`config.mk`:
```
export PLATFORM = sky130hd
export DESIGN_NAME = archive_path_safety_check_unit
export DESIGN_NICKNAME = d
export VERILOG_FILES = /design/src/rtl/apsc_pkg.sv /design/src/rtl/archive_path_safety_check_unit.sv
export SDC_FILE = /design/constraint.sdc
export NUM_CORES = 1
export LEC_CHECK = 0
export BUFFER_PORTS_ARGS = -buffer_cell sky130_fd_sc_hd__buf_2
export CAP_MARGIN = 10
export CORE_MARGIN = 2
export CORE_UTILIZATION = 40
export CTS_CLUSTER_SIZE = 10
export DETAILED_ROUTE_END_ITERATION = 8
export GPL_TIMING_DRIVEN = 0
export HOLD_SLACK_MARGIN = 0.1
export SYNTH_ARGS = -nofsm -noshare
export SYNTH_HDL_FRONTEND = slang
export SYNTH_SLANG_ARGS = --single-unit
```
`constraint.sdc`:
```
create_clock -name i_clk -period 6.8 [get_ports i_clk]
set_input_delay 0.68 -clock i_clk [delete_from_list [all_inputs] [get_ports i_clk]]
set_output_delay 0.68 -clock i_clk [all_outputs]
set_load 0.02 [all_outputs]
```
`src/rtl/apsc_pkg.sv`:
```
// Package for the archive path safety check: widths, byte codes and limits.
`timescale 1ns / 1ps

package apsc_pkg;

    localparam int unsigned BYTE_W = 8;
    localparam int unsigned POS_W  = 9;
    localparam int unsigned SEG_W  = 2;

    localparam logic [POS_W-1:0]  POS_MAX = 9'd511;
    localparam logic [SEG_W-1:0]  SEG_MAX = 2'd3;
    localparam logic [BYTE_W-1:0] MAX_PATH_BYTES_RST = 8'd255;

    localparam logic [BYTE_W-1:0] CH_SLASH     = 8'h2f;
    localparam logic [BYTE_W-1:0] CH_BACKSLASH = 8'h5c;
    localparam logic [BYTE_W-1:0] CH_COLON     = 8'h3a;
    localparam logic [BYTE_W-1:0] CH_DOT       = 8'h2e;
    localparam logic [BYTE_W-1:0] CH_SPACE     = 8'h20;
    localparam logic [BYTE_W-1:0] CH_DEL       = 8'h7f;
    localparam logic [BYTE_W-1:0] CH_UPPER_A   = 8'h41;
    localparam logic [BYTE_W-1:0] CH_UPPER_Z   = 8'h5a;
    localparam logic [BYTE_W-1:0] CH_LOWER_A   = 8'h61;
    localparam logic [BYTE_W-1:0] CH_LOWER_Z   = 8'h7a;

    typedef logic [BYTE_W-1:0] t_byte;

endpackage

```
`src/rtl/archive_path_safety_check_unit.sv`:
```
// Top level of the archive path safety check: per-byte rule checks and verdict.
`timescale 1ns / 1ps

// Archive path safety check. A path enters one byte per transaction on the
// input channel, with i_final_byte set on its last byte; exactly one verdict
// transaction (o_path_safe, 1 = safe) leaves per path, none for other bytes.
// The path is rejected for a leading '/' or '\', a drive prefix (letter then
// ':'), any '\', control byte or DEL, an empty inner segment, a "." or ".."
// segment, or more bytes than max_path_bytes (config write, reset 255).
// A single trailing '/' is fine. Rate: one byte per cycle while no final byte
// is held back; a byte is held in the input register, and the verdict appears in the
// output register the cycle after the final byte is processed.
// Non-final bytes keep flowing while a verdict waits on a stalled output; only
// the next final byte is held back until the output register frees up.
// Configuration must only be written while no path is in flight.
module archive_path_safety_check_unit (
    input  logic                 i_clk,
    input  logic                 i_rst_n,
    // configuration write channel
    input  logic                 i_cfg_valid,
    output logic                 o_cfg_ready,
    input  apsc_pkg::t_byte      i_cfg_max_path_bytes,
    // byte input channel
    input  logic                 i_in_valid,
    output logic                 o_in_stall,
    input  apsc_pkg::t_byte      i_path_byte,
    input  logic                 i_final_byte,
    // verdict output channel
    output logic                 o_out_valid,
    input  logic                 i_out_stall,
    output logic                 o_path_safe
);
    import apsc_pkg::*;

    // config register
    t_byte              r_max_bytes;

    // input register
    logic               r_s1_valid;
    t_byte              r_s1_byte;
    logic               r_s1_final;

    // per-path state
    logic [POS_W-1:0]   r_pos;
    logic [SEG_W-1:0]   r_seg_len;
    logic               r_seg_dots;
    logic               r_first_letter;
    logic               r_failed;

    // result register
    logic               r_out_valid;
    logic               r_out_safe;

    // next-state values
    logic [POS_W-1:0]   n_pos;
    logic [SEG_W-1:0]   n_seg_len;
    logic               n_seg_dots;
    logic               n_first_letter;
    logic               n_failed;
    logic               n_safe;

    logic               out_free;
    logic               s1_go;
    logic               is_slash;
    logic               is_letter;
    logic               bad_char;
    logic               dot_seg_now;
    logic               dot_seg_end;

    assign o_cfg_ready = 1'b1;

    // a final byte needs the result register; other bytes never wait on it
    assign out_free   = !r_out_valid || !i_out_stall;
    assign s1_go      = r_s1_valid && (!r_s1_final || out_free);
    assign o_in_stall = r_s1_valid && !s1_go;

    assign o_out_valid = r_out_valid;
    assign o_path_safe = r_out_safe;

    // byte classification
    assign is_slash  = (r_s1_byte == CH_SLASH);
    assign is_letter = ((r_s1_byte >= CH_UPPER_A) && (r_s1_byte <= CH_UPPER_Z))
                    || ((r_s1_byte >= CH_LOWER_A) && (r_s1_byte <= CH_LOWER_Z));
    assign bad_char  = (r_s1_byte == CH_BACKSLASH) || (r_s1_byte < CH_SPACE)
                    || (r_s1_byte == CH_DEL);

    // "." or ".." segment closed by this '/'
    assign dot_seg_now = r_seg_dots && ((r_seg_len == 2'd1) || (r_seg_len == 2'd2));

    always_comb begin
        n_first_letter = r_first_letter;
        n_failed       = r_failed;

        if (r_pos == '0) begin
            if (is_slash || (r_s1_byte == CH_BACKSLASH)) begin
                n_failed = 1'b1;
            end
            n_first_letter = is_letter;
        end else if (r_pos == POS_W'(1)) begin
            if (r_first_letter && (r_s1_byte == CH_COLON)) begin
                n_failed = 1'b1;
            end
        end

        if (bad_char) begin
            n_failed = 1'b1;
        end

        if (is_slash) begin
            if ((r_seg_len == '0) || dot_seg_now) begin
                n_failed = 1'b1;
            end
            n_seg_len  = '0;
            n_seg_dots = 1'b1;
        end else begin
            n_seg_len  = (r_seg_len == SEG_MAX) ? r_seg_len : r_seg_len + SEG_W'(1);
            n_seg_dots = r_seg_dots && (r_s1_byte == CH_DOT);
        end

        n_pos = (r_pos == POS_MAX) ? r_pos : r_pos + POS_W'(1);
    end

    // end of path closes the last segment for the dot check; an empty one is fine there
    assign dot_seg_end = n_seg_dots && ((n_seg_len == 2'd1) || (n_seg_len == 2'd2));
    assign n_safe = !(n_failed || dot_seg_end || (n_pos > {1'b0, r_max_bytes}));

    // config register
    always_ff @(posedge i_clk) begin
        if (!i_rst_n) begin
            r_max_bytes <= MAX_PATH_BYTES_RST;
        end else if (i_cfg_valid && o_cfg_ready) begin
            r_max_bytes <= i_cfg_max_path_bytes;
        end
    end

    // input register
    always_ff @(posedge i_clk) begin
        if (!i_rst_n) begin
            r_s1_valid <= 1'b0;
        end else if (!o_in_stall) begin
            r_s1_valid <= i_in_valid;
        end
    end

    always_ff @(posedge i_clk) begin
        if (i_in_valid && !o_in_stall) begin
            r_s1_byte  <= i_path_byte;
            r_s1_final <= i_final_byte;
        end
    end

    // per-path state, cleared after each final byte
    always_ff @(posedge i_clk) begin
        if (!i_rst_n) begin
            r_pos          <= '0;
            r_seg_len      <= '0;
            r_seg_dots     <= 1'b1;
            r_first_letter <= 1'b0;
            r_failed       <= 1'b0;
        end else if (s1_go) begin
            if (r_s1_final) begin
                r_pos          <= '0;
                r_seg_len      <= '0;
                r_seg_dots     <= 1'b1;
                r_first_letter <= 1'b0;
                r_failed       <= 1'b0;
            end else begin
                r_pos          <= n_pos;
                r_seg_len      <= n_seg_len;
                r_seg_dots     <= n_seg_dots;
                r_first_letter <= n_first_letter;
                r_failed       <= n_failed;
            end
        end
    end

    // result register
    always_ff @(posedge i_clk) begin
        if (!i_rst_n) begin
            r_out_valid <= 1'b0;
        end else if (s1_go && r_s1_final) begin
            r_out_valid <= 1'b1;
        end else if (!i_out_stall) begin
            r_out_valid <= 1'b0;
        end
    end

    always_ff @(posedge i_clk) begin
        if (s1_go && r_s1_final) begin
            r_out_safe <= n_safe;
        end
    end

    // assertions
    a_final_gives_verdict: assert property (@(posedge i_clk) disable iff (!i_rst_n)
        s1_go && r_s1_final |=> o_out_valid)
        else $error("final byte processed without a verdict");

    a_final_clears_state: assert property (@(posedge i_clk) disable iff (!i_rst_n)
        s1_go && r_s1_final |=> (r_pos == '0) && !r_failed)
        else $error("path state not cleared after final byte");

    a_empty_seg_all_dots: assert property (@(posedge i_clk) disable iff (!i_rst_n)
        (r_seg_len == '0) |-> r_seg_dots)
        else $error("empty segment without dot flag");

    a_stall_only_when_held: assert property (@(posedge i_clk) disable iff (!i_rst_n)
        o_in_stall |-> r_s1_valid && r_s1_final && r_out_valid && i_out_stall)
        else $error("input stalled without a blocked final byte");

endmodule

```
==> load_flow_metrics.sql, run 1 <==
INSERT INTO impl_metrics (metric_group, metric, value, unit) VALUES
('sta', 'layout_min_cycle_time', '3.045', 'ns'),
('floorplanning', 'core-area', '4692', 'sq um'),
('pwr', 'leakage_power_of_the_design', '0.9465', 'nW'),
('critical_path', 'critical_path.reg2reg.startpoint', 'r_pos[0]$_SDFFE_PN0P_', ''),
('placement', 'post_dp_hpwl', '3101', 'microns'),
('cts', 'maximum_buffer_depth_of_the_clock_tree', '2', ''),
('final_layout', 'layout.core_utilization', '46.85', '%'),
('yosys', 'synth.yosys.warnings', '0', ''),
('critical_path', 'crit_path_start_kind', 'flop', ''),
('placement', 'place_area', '2118', 'sq um'),
('floorplanning', 'die_h', '73.57', 'microns'),
('critical_path', 'timing_worst_setup_path_type', 'flop to flop', ''),
('placement', 'finalWeightedCongestion', '0.8506', ''),
('critical_path', 'cp.required', '6.89', 'ns'),
('routing', 'post_drt_wl_per_cell', '13.80', 'microns'),
('critical_path', 'cells_along_the_critical_path', 'ha_1 > and4_4 > buf_6 > nand3_2 > mux2_4 > ha_1 > nor2b_1 > o31ai_1 > a211oi_1 > nor4_1', ''),
('sta', 'headroom_to_the_max_slew_limit', '51.71', '%'),
('cts', 'clkSinkCount', '34', ''),
('global_routing', 'grt_pass1_wl', '6734', 'microns'),
('sta', 'totalNegativeSetupSlack', '0', 'ns'),
('global_routing', 'grt-ovfl-total', '0', ''),
('global_routing', 'grt_start_max_net_pins', '11', ''),
('yosys', 'post_synth_inst_count', '209', ''),
('cts', 'cts-htree-levels', '2', ''),
('yosys', 'netlist-cell-type-count', '48', ''),
('routing', 'ant_nets', '0', ''),
('floorplanning', 'floorplan.die.width', '73.57', 'microns'),
('yosys', 'avgSynthCellArea', '9.261', 'sq um'),
('global_routing', 'grt_util_all_layers', '16.52', '%'),
('critical_path', 'critPathCaptureType', 'flop', ''),
('yosys', 'synth.yosys.seq_area_share', '40.34', '%'),
('sta', 'setup_viol', '0', ''),
('critical_path', 'crit-reg2reg-capture', 'o_path_safe$_DFFE_PP_', ''),
('final_layout', 'layout.cell_area.non_filler', '2198', 'sq um'),
('yosys', 'synth-seq-cells', '34', ''),
('routing', 'detailed_route_drc_error_count', '0', ''),
('critical_path', 'critPathMostFrequentCell', 'sky130_fd_sc_hd__ha_1', ''),
('floorplanning', 'fp-row-count', '25', ''),
('critical_path', 'cp_max_fo', '8', ''),
('cts', 'cts_tree', 'built', ''),
('pwr', 'irDropWorstVdd', '127.3', 'uV'),
('critical_path', 'reg2regPathDepth', '10', ''),
('sta', 'max_slew.worst_pin.slew', '0.7228', 'ns'),
('run', 'maxCapViolCount', '0', ''),
('placement', 'io_buffers', '23', ''),
('floorplanning', 'top_level_ports', '26', ''),
('pwr', 'power.density', '185.1', 'nW/um^2'),
('sta', 'grt_setup_unrepaired', 'false', ''),
('hold_path', 'holdPathEnd', 'r_seg_len[1]$_SDFFE_PN0P_', ''),
('cts', 'clk_pin_slew', '0.07', 'ns'),
('cts', 'cts-hold-fix-buffers', '0', ''),
('yosys', 'synth-edff-count', '10', ''),
('status', 'run_status', 'completed', ''),
('routing', 'via_count', '1580', ''),
('final_layout', 'area_growth_from_synthesis_to_final_layout', '13.57', '%'),
('final_layout', 'diodes', '0', ''),
('cts', 'root_buffer', 'sky130_fd_sc_hd__clkbuf_8', ''),
('routing', 'drt-vias-per-instance', '5.374', ''),
('sta', 'hold_viol_final', '0', ''),
('hold_path', 'min_delay_path_depth', '2', ''),
('routing', 'drt_iter0_markers', '91', ''),
('yosys', 'yosys_most_used_dff', 'sky130_fd_sc_hd__dfxtp_1', ''),
('sta', 'worst_clock_skew', '0.006131', 'ns'),
('cts', 'post_cts_resized', '0', ''),
('cts', 'clk-insertion-delay-late', '0.29', 'ns'),
('cts', 'cts_inserted_buffers', '5', ''),
('cts', 'post-cts-setup-buffers', '0', ''),
('final_layout', 'drive_above_1_share', '17.08', '%'),
('sta', 'timing_max_transition_violations_final', '0', ''),
('critical_path', 'worst_path_largest_cell_delay', '0.44', 'ns'),
('critical_path', 'cp_data_arrival_time', '3.13', 'ns');
[worst max path at each step]
stage | startpoint | cells after the start | to | slack, ns
2_1_floorplan | r_pos[0]$_SDFFE_PN0P_ | 10 | o_path_safe$_DFFE_PP_ | 4.24
3_3_place_gp | r_pos[0]$_SDFFE_PN0P_ | 10 | o_path_safe$_DFFE_PP_ | 3.77
3_5_place_dp | r_pos[0]$_SDFFE_PN0P_ | 10 | o_path_safe$_DFFE_PP_ | 3.76
4_1_cts | r_pos[0]$_SDFFE_PN0P_ | 10 | o_path_safe$_DFFE_PP_ | 3.75
5_1_grt | r_pos[0]$_SDFFE_PN0P_ | 10 | o_path_safe$_DFFE_PP_ | 3.46
6_report | r_pos[0]$_SDFFE_PN0P_ | 10 | o_path_safe$_DFFE_PP_ | 3.75
[final cells by class]
class	instances	area (sq um)
clock buffer	5	68.82
fill	461	2494
tap	54	67.56
timing repair buffer	23	115.1
clock inverter	3	11.26
multi-input combinational	148	1020
sequential	34	780.7
inverter	17	63.81
buffer	10	71.32
[cell usage after synthesis, types with 2 or more instances]
library cell	n	area (sq um)
sky130_fd_sc_hd__a22o_1	3	26.28
sky130_fd_sc_hd__and2_1	6	37.54
sky130_fd_sc_hd__nor3_1	6	30.03
sky130_fd_sc_hd__mux2i_1	2	20.02
sky130_fd_sc_hd__o21ai_0	5	25.02
sky130_fd_sc_hd__ha_1	13	162.7
sky130_fd_sc_hd__o211ai_1	8	60.06
sky130_fd_sc_hd__o21a_1	3	22.52
sky130_fd_sc_hd__nor4_1	2	12.51
sky130_fd_sc_hd__and3_1	3	18.77
sky130_fd_sc_hd__a31oi_1	5	31.28
sky130_fd_sc_hd__a41oi_1	2	17.52
sky130_fd_sc_hd__o221a_2	2	22.52
sky130_fd_sc_hd__nand3_1	4	20.02
sky130_fd_sc_hd__buf_6	4	45.04
sky130_fd_sc_hd__a211o_1	3	26.28
sky130_fd_sc_hd__xnor2_1	2	17.52
sky130_fd_sc_hd__or2_2	2	12.51
sky130_fd_sc_hd__inv_1	17	63.81
sky130_fd_sc_hd__xor2_1	2	17.52
sky130_fd_sc_hd__nand2_1	22	82.58
sky130_fd_sc_hd__a21oi_1	9	45.04
sky130_fd_sc_hd__dfxtp_1	24	480.5
sky130_fd_sc_hd__a21boi_0	4	30.03
sky130_fd_sc_hd__o2111ai_1	2	17.52
sky130_fd_sc_hd__clkbuf_1	5	18.77
sky130_fd_sc_hd__a311oi_1	2	17.52
sky130_fd_sc_hd__nor2b_1	4	25.02
sky130_fd_sc_hd__nand4_1	5	31.28
sky130_fd_sc_hd__edfxtp_1	10	300.3
sky130_fd_sc_hd__nor2_1	10	37.54
sky130_fd_sc_hd__nor4bb_1	2	20.02
[cell families after synthesis]
logic type / after synthesis / share of synthesized area, %
other: 1 / 0.1937
xor gates and xnor gates: 4 / 1.810
muxes: 3 / 1.810
AOI/OAI and AO/OA: 57 / 21.59
and+or+nand+nor: 70 / 18.88
adders and majority gates: 13 / 8.404
buffers and inverters: 27 / 6.981
DFF: 34 / 40.34
[metrics by stage]
stage	cells	worst slack, ns	power [mW]	hold WS [ns]
detailed placement	286	3.759	0.2683	0.4619
floorplan	209	4.244	0.2529	0.4410
CTS	294	3.755	0.4103	0.4725
global route	294	3.460	0.4251	0.5147
global placement	286	3.770	0.2676	0.4588
finish	294	3.755	0.4068	0.4683
[power by group]
part	switching [mW]	internal, mW	leakage, nW
clock network	0.0747	0.0684	0.0407
registers	0.00604	0.217	0.292
logic	0.0226	0.0179	0.614
total	0.103	0.303	0.947
[flip-flops by register name, summed over array words and instances, names as in the netlist]
signal	count
r_seg_dots	1
r_max_bytes	8
r_pos	9
r_s1_valid	1
r_s1_byte	8
r_seg_len	2
r_first_letter	1
o_path_safe	1
r_failed	1
o_out_valid	1
r_s1_final	1
[routing by layer]
| layer | global-route usage [%] | share of wire [%] | up-vias |
|---|---|---|---|
| li1 | - | - | 826 |
| met1 | 24.51 | 53 | 719 |
| met2 | 23.21 | 43 | 30 |
| met3 | 4.527 | 3.2 | 5 |
| met4 | 4.848 | 1.4 | 0 |
| met5 | 0 | 0 | - |
[layout by cell type, fill, tap and decap left out, drive strengths merged, types with 6 or more instances in the layout]
master / Yosys / routed
ha: 13 / 13
dfxtp: 24 / 24
o211ai: 8 / 8
and2: 6 / 6
nand2: 22 / 22
buf: 5 / 28
edfxtp: 10 / 10
nor2: 10 / 10
a21oi: 9 / 9
clkbuf: 5 / 10
inv: 17 / 17
nor3: 6 / 6
[worst max-delay path, delay by kind of cell, from the launching register on]
kind | cells | cell delay (ns)
simple gates | 4 | 0.94
fa+ha+maj | 2 | 0.63
flops | 1 | 0.44
compound gates | 2 | 0.37
mux | 1 | 0.36
buf+inv | 1 | 0.12
(Power assumes the default switching activity.)
==> inputs of run 2 (changes only) <==
Settings changed: ABC_AREA set to 1.
Clock period 6.8 ns to 2.5 ns, I/O delays scaled along.
==> run 2 against run 1 <==
Against the previous run: combinational power rose to 2.8 times the previous value; maximum frequency grew 29%; worst hold slack worse by 0.33 ns; area after synthesis increased by 3.6%; cell count up 30%; via count increased by 9.4%; critical endpoint unchanged; worst setup slack got worse by 3.6 ns; power increased to 2.7 times the previous value; register-to-register slack worse by 3.6 ns.
==> load_flow_metrics.sql, run 2 <==
INSERT INTO impl_metrics (metric_group, metric, value, unit) VALUES
('yosys', 'synth_top_area_share', '23.96', '%'),
('critical_path', 'reg2reg_setup_slack', '0.14', 'ns'),
('pwr', 'power_frac_clock', '34.8', '%'),
('yosys', 'avgSynthCellArea', '7.215', 'sq um'),
('yosys', 'synth.yosys.seq_area_share', '38.93', '%'),
('yosys', 'synth_fp_nets', '313', ''),
('final_layout', 'layout.cells.most_common_list', 'sky130_fd_sc_hd__nand2_1, sky130_fd_sc_hd__inv_1, sky130_fd_sc_hd__nor2_1', ''),
('final_layout', 'biggestRegsByFlops', 'r_pos (9), r_max_bytes (8), r_s1_byte (8)', ''),
('yosys', 'dominant_cell_by_count_in_the_synthesized_netlist', 'sky130_fd_sc_hd__nand2_1', ''),
('critical_path', 'worstPathBufferInverterCount', '1', ''),
('status', 'run_status', 'completed', ''),
('critical_path', 'critPathMostFrequentCell', 'sky130_fd_sc_hd__nand2_1', ''),
('sta', 'layout_worst_path_cycle_share', '94.24', '%'),
('sta', 'max_slew.worst_pin.slew', '0.6518', 'ns'),
('routing', 'drt_iter0_markers', '47', ''),
('yosys', 'cell_type_with_the_largest_total_area_after_synthesis', 'sky130_fd_sc_hd__dfxtp_1', ''),
('placement', 'post_dp_hpwl', '3085', 'microns'),
('yosys', 'synth-edff-count', '10', ''),
('floorplanning', 'floorplan.initialDensity', '41.91', '%'),
('hold_path', 'min_delay_path_depth', '1', ''),
('routing', 'via_count', '1729', ''),
('routing', 'detailed_route_drc_error_count', '0', ''),
('placement', 'place_area', '2210', 'sq um'),
('pwr', 'share_comb_of_total_power', '10.4', '%'),
('global_routing', 'grt_pass1_vias', '1544', ''),
('yosys', 'syn_area', '2006', 'sq um'),
('final_layout', 'diodes', '0', ''),
('global_routing', 'grt-ovfl-total', '0', ''),
('pwr', 'leakage_power_of_the_design', '1.189', 'nW'),
('sta', 'setup_viol', '0', ''),
('cts', 'clkSinkCount', '34', ''),
('critical_path', 'crit-reg2reg-capture', 'o_path_safe$_DFFE_PP_', ''),
('global_routing', 'grt_start_max_net_pins', '11', ''),
('critical_path', 'cp_slowest_cell', 'sky130_fd_sc_hd__dfxtp_4', ''),
('routing', 'post_drt_wl_per_cell', '10.34', 'microns'),
('yosys', 'synth-async-reset-ratio', '0', '%'),
('placement', 'finalWeightedCongestion', '0.8063', ''),
('critical_path', 'cp.required', '2.54', 'ns'),
('sta', 'timing_max_transition_violations_final', '0', ''),
('global_routing', 'grt_util_all_layers', '15.51', '%'),
('yosys', 'synth.area.top_cells', 'sky130_fd_sc_hd__dfxtp_1, sky130_fd_sc_hd__edfxtp_1, sky130_fd_sc_hd__nand2_1, sky130_fd_sc_hd__inv_1, sky130_fd_sc_hd__ha_1', ''),
('floorplanning', 'die_h', '74.81', 'microns'),
('critical_path', 'cp_max_fo', '6', ''),
('pwr', 'netSwitchingFraction', '25.00', '%'),
('sta', 'hold_viol_final', '0', ''),
('floorplanning', 'core-area', '4786', 'sq um'),
('routing', 'first_drt_pass_iteration_count', '4', ''),
('yosys', 'synth-seq-cells', '34', ''),
('final_layout', 'layout.cell_area.non_filler', '2354', 'sq um'),
('critical_path', 'crit_path_start_kind', 'flop', ''),
('cts', 'cts_tree', 'built', ''),
('sta', 'worst_clock_skew', '0.005275', 'ns'),
('final_layout', 'layout_commonest_cell', 'sky130_fd_sc_hd__nand2_1', ''),
('routing', 'drt-vias-per-instance', '4.538', ''),
('run', 'maxCapViolCount', '0', ''),
('pwr', 'totalPowerFinal', '1.105', 'mW'),
('critical_path', 'cp_data_arrival_time', '2.40', 'ns'),
('pwr', 'internal_power', '0.8284', 'mW'),
('final_layout', 'layout.core_utilization', '49.18', '%'),
('floorplanning', 'floorplan.die.width', '74.81', 'microns'),
('hold_path', 'hold_path.class', 'primary input to flop', ''),
('critical_path', 'worst_setup_path_endpoint', 'o_path_safe$_DFFE_PP_', ''),
('cts', 'root_buffer', 'sky130_fd_sc_hd__clkbuf_8', ''),
('sta', 'layout_min_cycle_time', '2.356', 'ns'),
('critical_path', 'critical_path.reg2reg.startpoint', 'r_pos[0]$_SDFFE_PN0P_', ''),
('critical_path', 'cells_along_the_critical_path', 'ha_4 > nand2_2 > nor2_4 > nand2_4 > nor2_8 > nor2_1 > xor2_1 > ha_1 > nand2_1 > o21a_1 > nor2_1 > nor2_1 > nand2_1 > nand2_1 > nand2_1 > inv_1', ''),
('final_layout', 'nets_final', '348', ''),
('placement', 'io_buffers', '24', ''),
('critical_path', 'reg2regPathDepth', '16', ''),
('final_layout', 'final.fill_count', '471', ''),
('critical_path', 'cp_top_family', 'simple AND/OR/NAND/NOR gates', ''),
('pwr', 'sequential_cell_fraction_of_total_power', '54.8', '%'),
('sta', 'fmax', '424.5', 'MHz'),
('floorplanning', 'floorplan.die_area', '5597', 'sq um'),
('yosys', 'netlist-cell-type-count', '32', ''),
('critical_path', 'cp.depth', '16', ''),
('critical_path', 'critPathLaunch', 'r_pos[0]$_SDFFE_PN0P_', ''),
('yosys', 'netlist_top_cells_count', 'sky130_fd_sc_hd__nand2_1, sky130_fd_sc_hd__inv_1, sky130_fd_sc_hd__nor2_1', ''),
('cts', 'maximum_buffer_depth_of_the_clock_tree', '2', ''),
('critical_path', 'critPathCaptureType', 'flop', ''),
('yosys', 'post_synth_inst_count', '278', ''),
('global_routing', 'grt_pass1_wl', '6637', 'microns'),
('sta', 'headroom_to_the_max_slew_limit', '56.39', '%'),
('final_layout', 'register_name_with_the_most_flops', 'r_pos', ''),
('routing', 'ant_nets', '0', ''),
('final_layout', 'area_growth_from_synthesis_to_final_layout', '17.34', '%'),
('cts', 'clk_pin_slew', '0.07', 'ns'),
('cts', 'cts_inserted_buffers', '5', ''),
('final_layout', 'drive_above_1_share', '18.15', '%'),
('critical_path', 'worst_path_largest_cell_delay', '0.39', 'ns'),
('floorplanning', 'fp-row-count', '25', ''),
('global_routing', 'antenna_found_initial', '0', ''),
('final_layout', 'largest_reg_flops', '9', ''),
('yosys', 'synth.yosys.warnings', '0', ''),
('cts', 'clk-insertion-delay-late', '0.28', 'ns'),
('cts', 'cts-hold-fix-buffers', '0', ''),
('floorplanning', 'top_level_ports', '26', ''),
('pwr', 'power.density', '469.3', 'nW/um^2'),
('pwr', 'irDropWorstVdd', '319.7', 'uV'),
('critical_path', 'timing_worst_setup_path_type', 'flop to flop', ''),
('yosys', 'yosys_most_used_dff', 'sky130_fd_sc_hd__dfxtp_1', ''),
('routing', 'route.final.wire_length', '3940', 'microns'),
('pwr', 'net-switching-power', '0.2761', 'mW'),
('cts', 'cts-htree-levels', '2', '');
[run 2: changes by cell type after synthesis, sizes merged, moves of 12 or more]
| cell | delta |
|---|---|
| nand2 | +55 |
| nor2 | +24 |
| inv | +30 |
| o21ai | +12 |
| a21oi | +13 |
[run 2: final cells by class]
| class | instances | area (sq um) | share of cell area, % |
|---|---|---|---|
| Clock buffer | 6 | 72.57 | 3.083 |
| Timing Repair Buffer | 28 | 150.1 | 6.380 |
| Multi-Input combinational cell | 191 | 1046 | 44.44 |
| Clock inverter | 2 | 8.758 | 0.3721 |
| Inverter | 47 | 178.9 | 7.602 |
| Sequential cell | 34 | 785.8 | 33.39 |
| Tap cell | 67 | 83.83 | 3.562 |
| Buffer | 6 | 27.53 | 1.170 |
[run 2: cell families (layout without fill, tap and decap cells)]
group / after synthesis / in the layout / share of synthesized area, %
AO/OA/AOI/OAI: 44 / 44 / 12.29
XOR/XNOR: 4 / 4 / 1.747
adder cells (fa/ha/maj): 13 / 13 / 8.110
buffers and inverters: 53 / 89 / 10.29
flip-flops: 34 / 34 / 38.93
other: 1 / 1 / 0.1870
AND/OR/NAND/NOR: 129 / 129 / 28.45
[run 2: worst register-to-register path: cells and delay by family (launching register included)]
family,cells,cell delay (ns)
AOI/OAI and AO/OA,1,0.19
and+or+nand+nor,11,0.89
xor gates and xnor gates,1,0.15
adders and majority gates,2,0.48
DFF,1,0.39
buffers and inverters,1,0.03
[run 2: worst min path at each step]
stage / slack (ns) / startpoint / to
after floorplan: 0.35 / i_rst_n / r_seg_dots$_SDFFE_PN1P_
after global placement: 0.43 / i_path_byte[1] / r_s1_byte[1]$_DFFE_PP_
after detailed placement: 0.43 / i_final_byte / r_s1_final$_DFFE_PP_
after CTS: 0.14 / i_path_byte[5] / r_s1_byte[5]$_DFFE_PP_
after global routing: 0.12 / i_path_byte[6] / r_s1_byte[6]$_DFFE_PP_
final: 0.14 / i_path_byte[1] / r_s1_byte[1]$_DFFE_PP_
[run 2: power by group through the flow]
stage / Clock [mW] / Combinational (mW) / Sequential, mW
after detailed placement: 0 / 0.110 / 0.618
after global routing: 0.431 / 0.133 / 0.608
after CTS: 0.399 / 0.111 / 0.606
after global placement: 0 / 0.109 / 0.618
after floorplan: 0 / 0.0727 / 0.616
final: 0.385 / 0.115 / 0.605
[run 2: routing by layer]
layer	up-vias	track usage, %	part of all wire [%]
met2	33	25.86	45
met5	-	0	0
met3	2	4.016	4.1
met1	749	20.10	50
met4	0	3.968	0.51
li1	945	-	-
[run 2: stage by stage]
| step | instances | setup slack [ns] | setup TNS [ns] | hold WS (ns) |
|---|---|---|---|---|
| 2_1_floorplan | 278 | 0.2463 | 0 | 0.3486 |
| 3_3_place_gp | 369 | 0.01669 | 0 | 0.4260 |
| 3_5_place_dp | 369 | -0.007165 | -0.007165 | 0.4281 |
| 4_1_cts | 377 | 0.09393 | 0 | 0.1358 |
| 5_1_grt | 381 | -0.01143 | -0.01143 | 0.1241 |
| 6_report | 381 | 0.1441 | 0 | 0.1390 |
[run 2: timing repair]
| item | in CTS | in global routing |
|---|---|---|
| pin swaps | 0 | 7 |
| gates resized for setup | 1 | 7 |
| setup buffers | 0 | 4 |
| endpoints found under the setup margin | 1 | 1 |
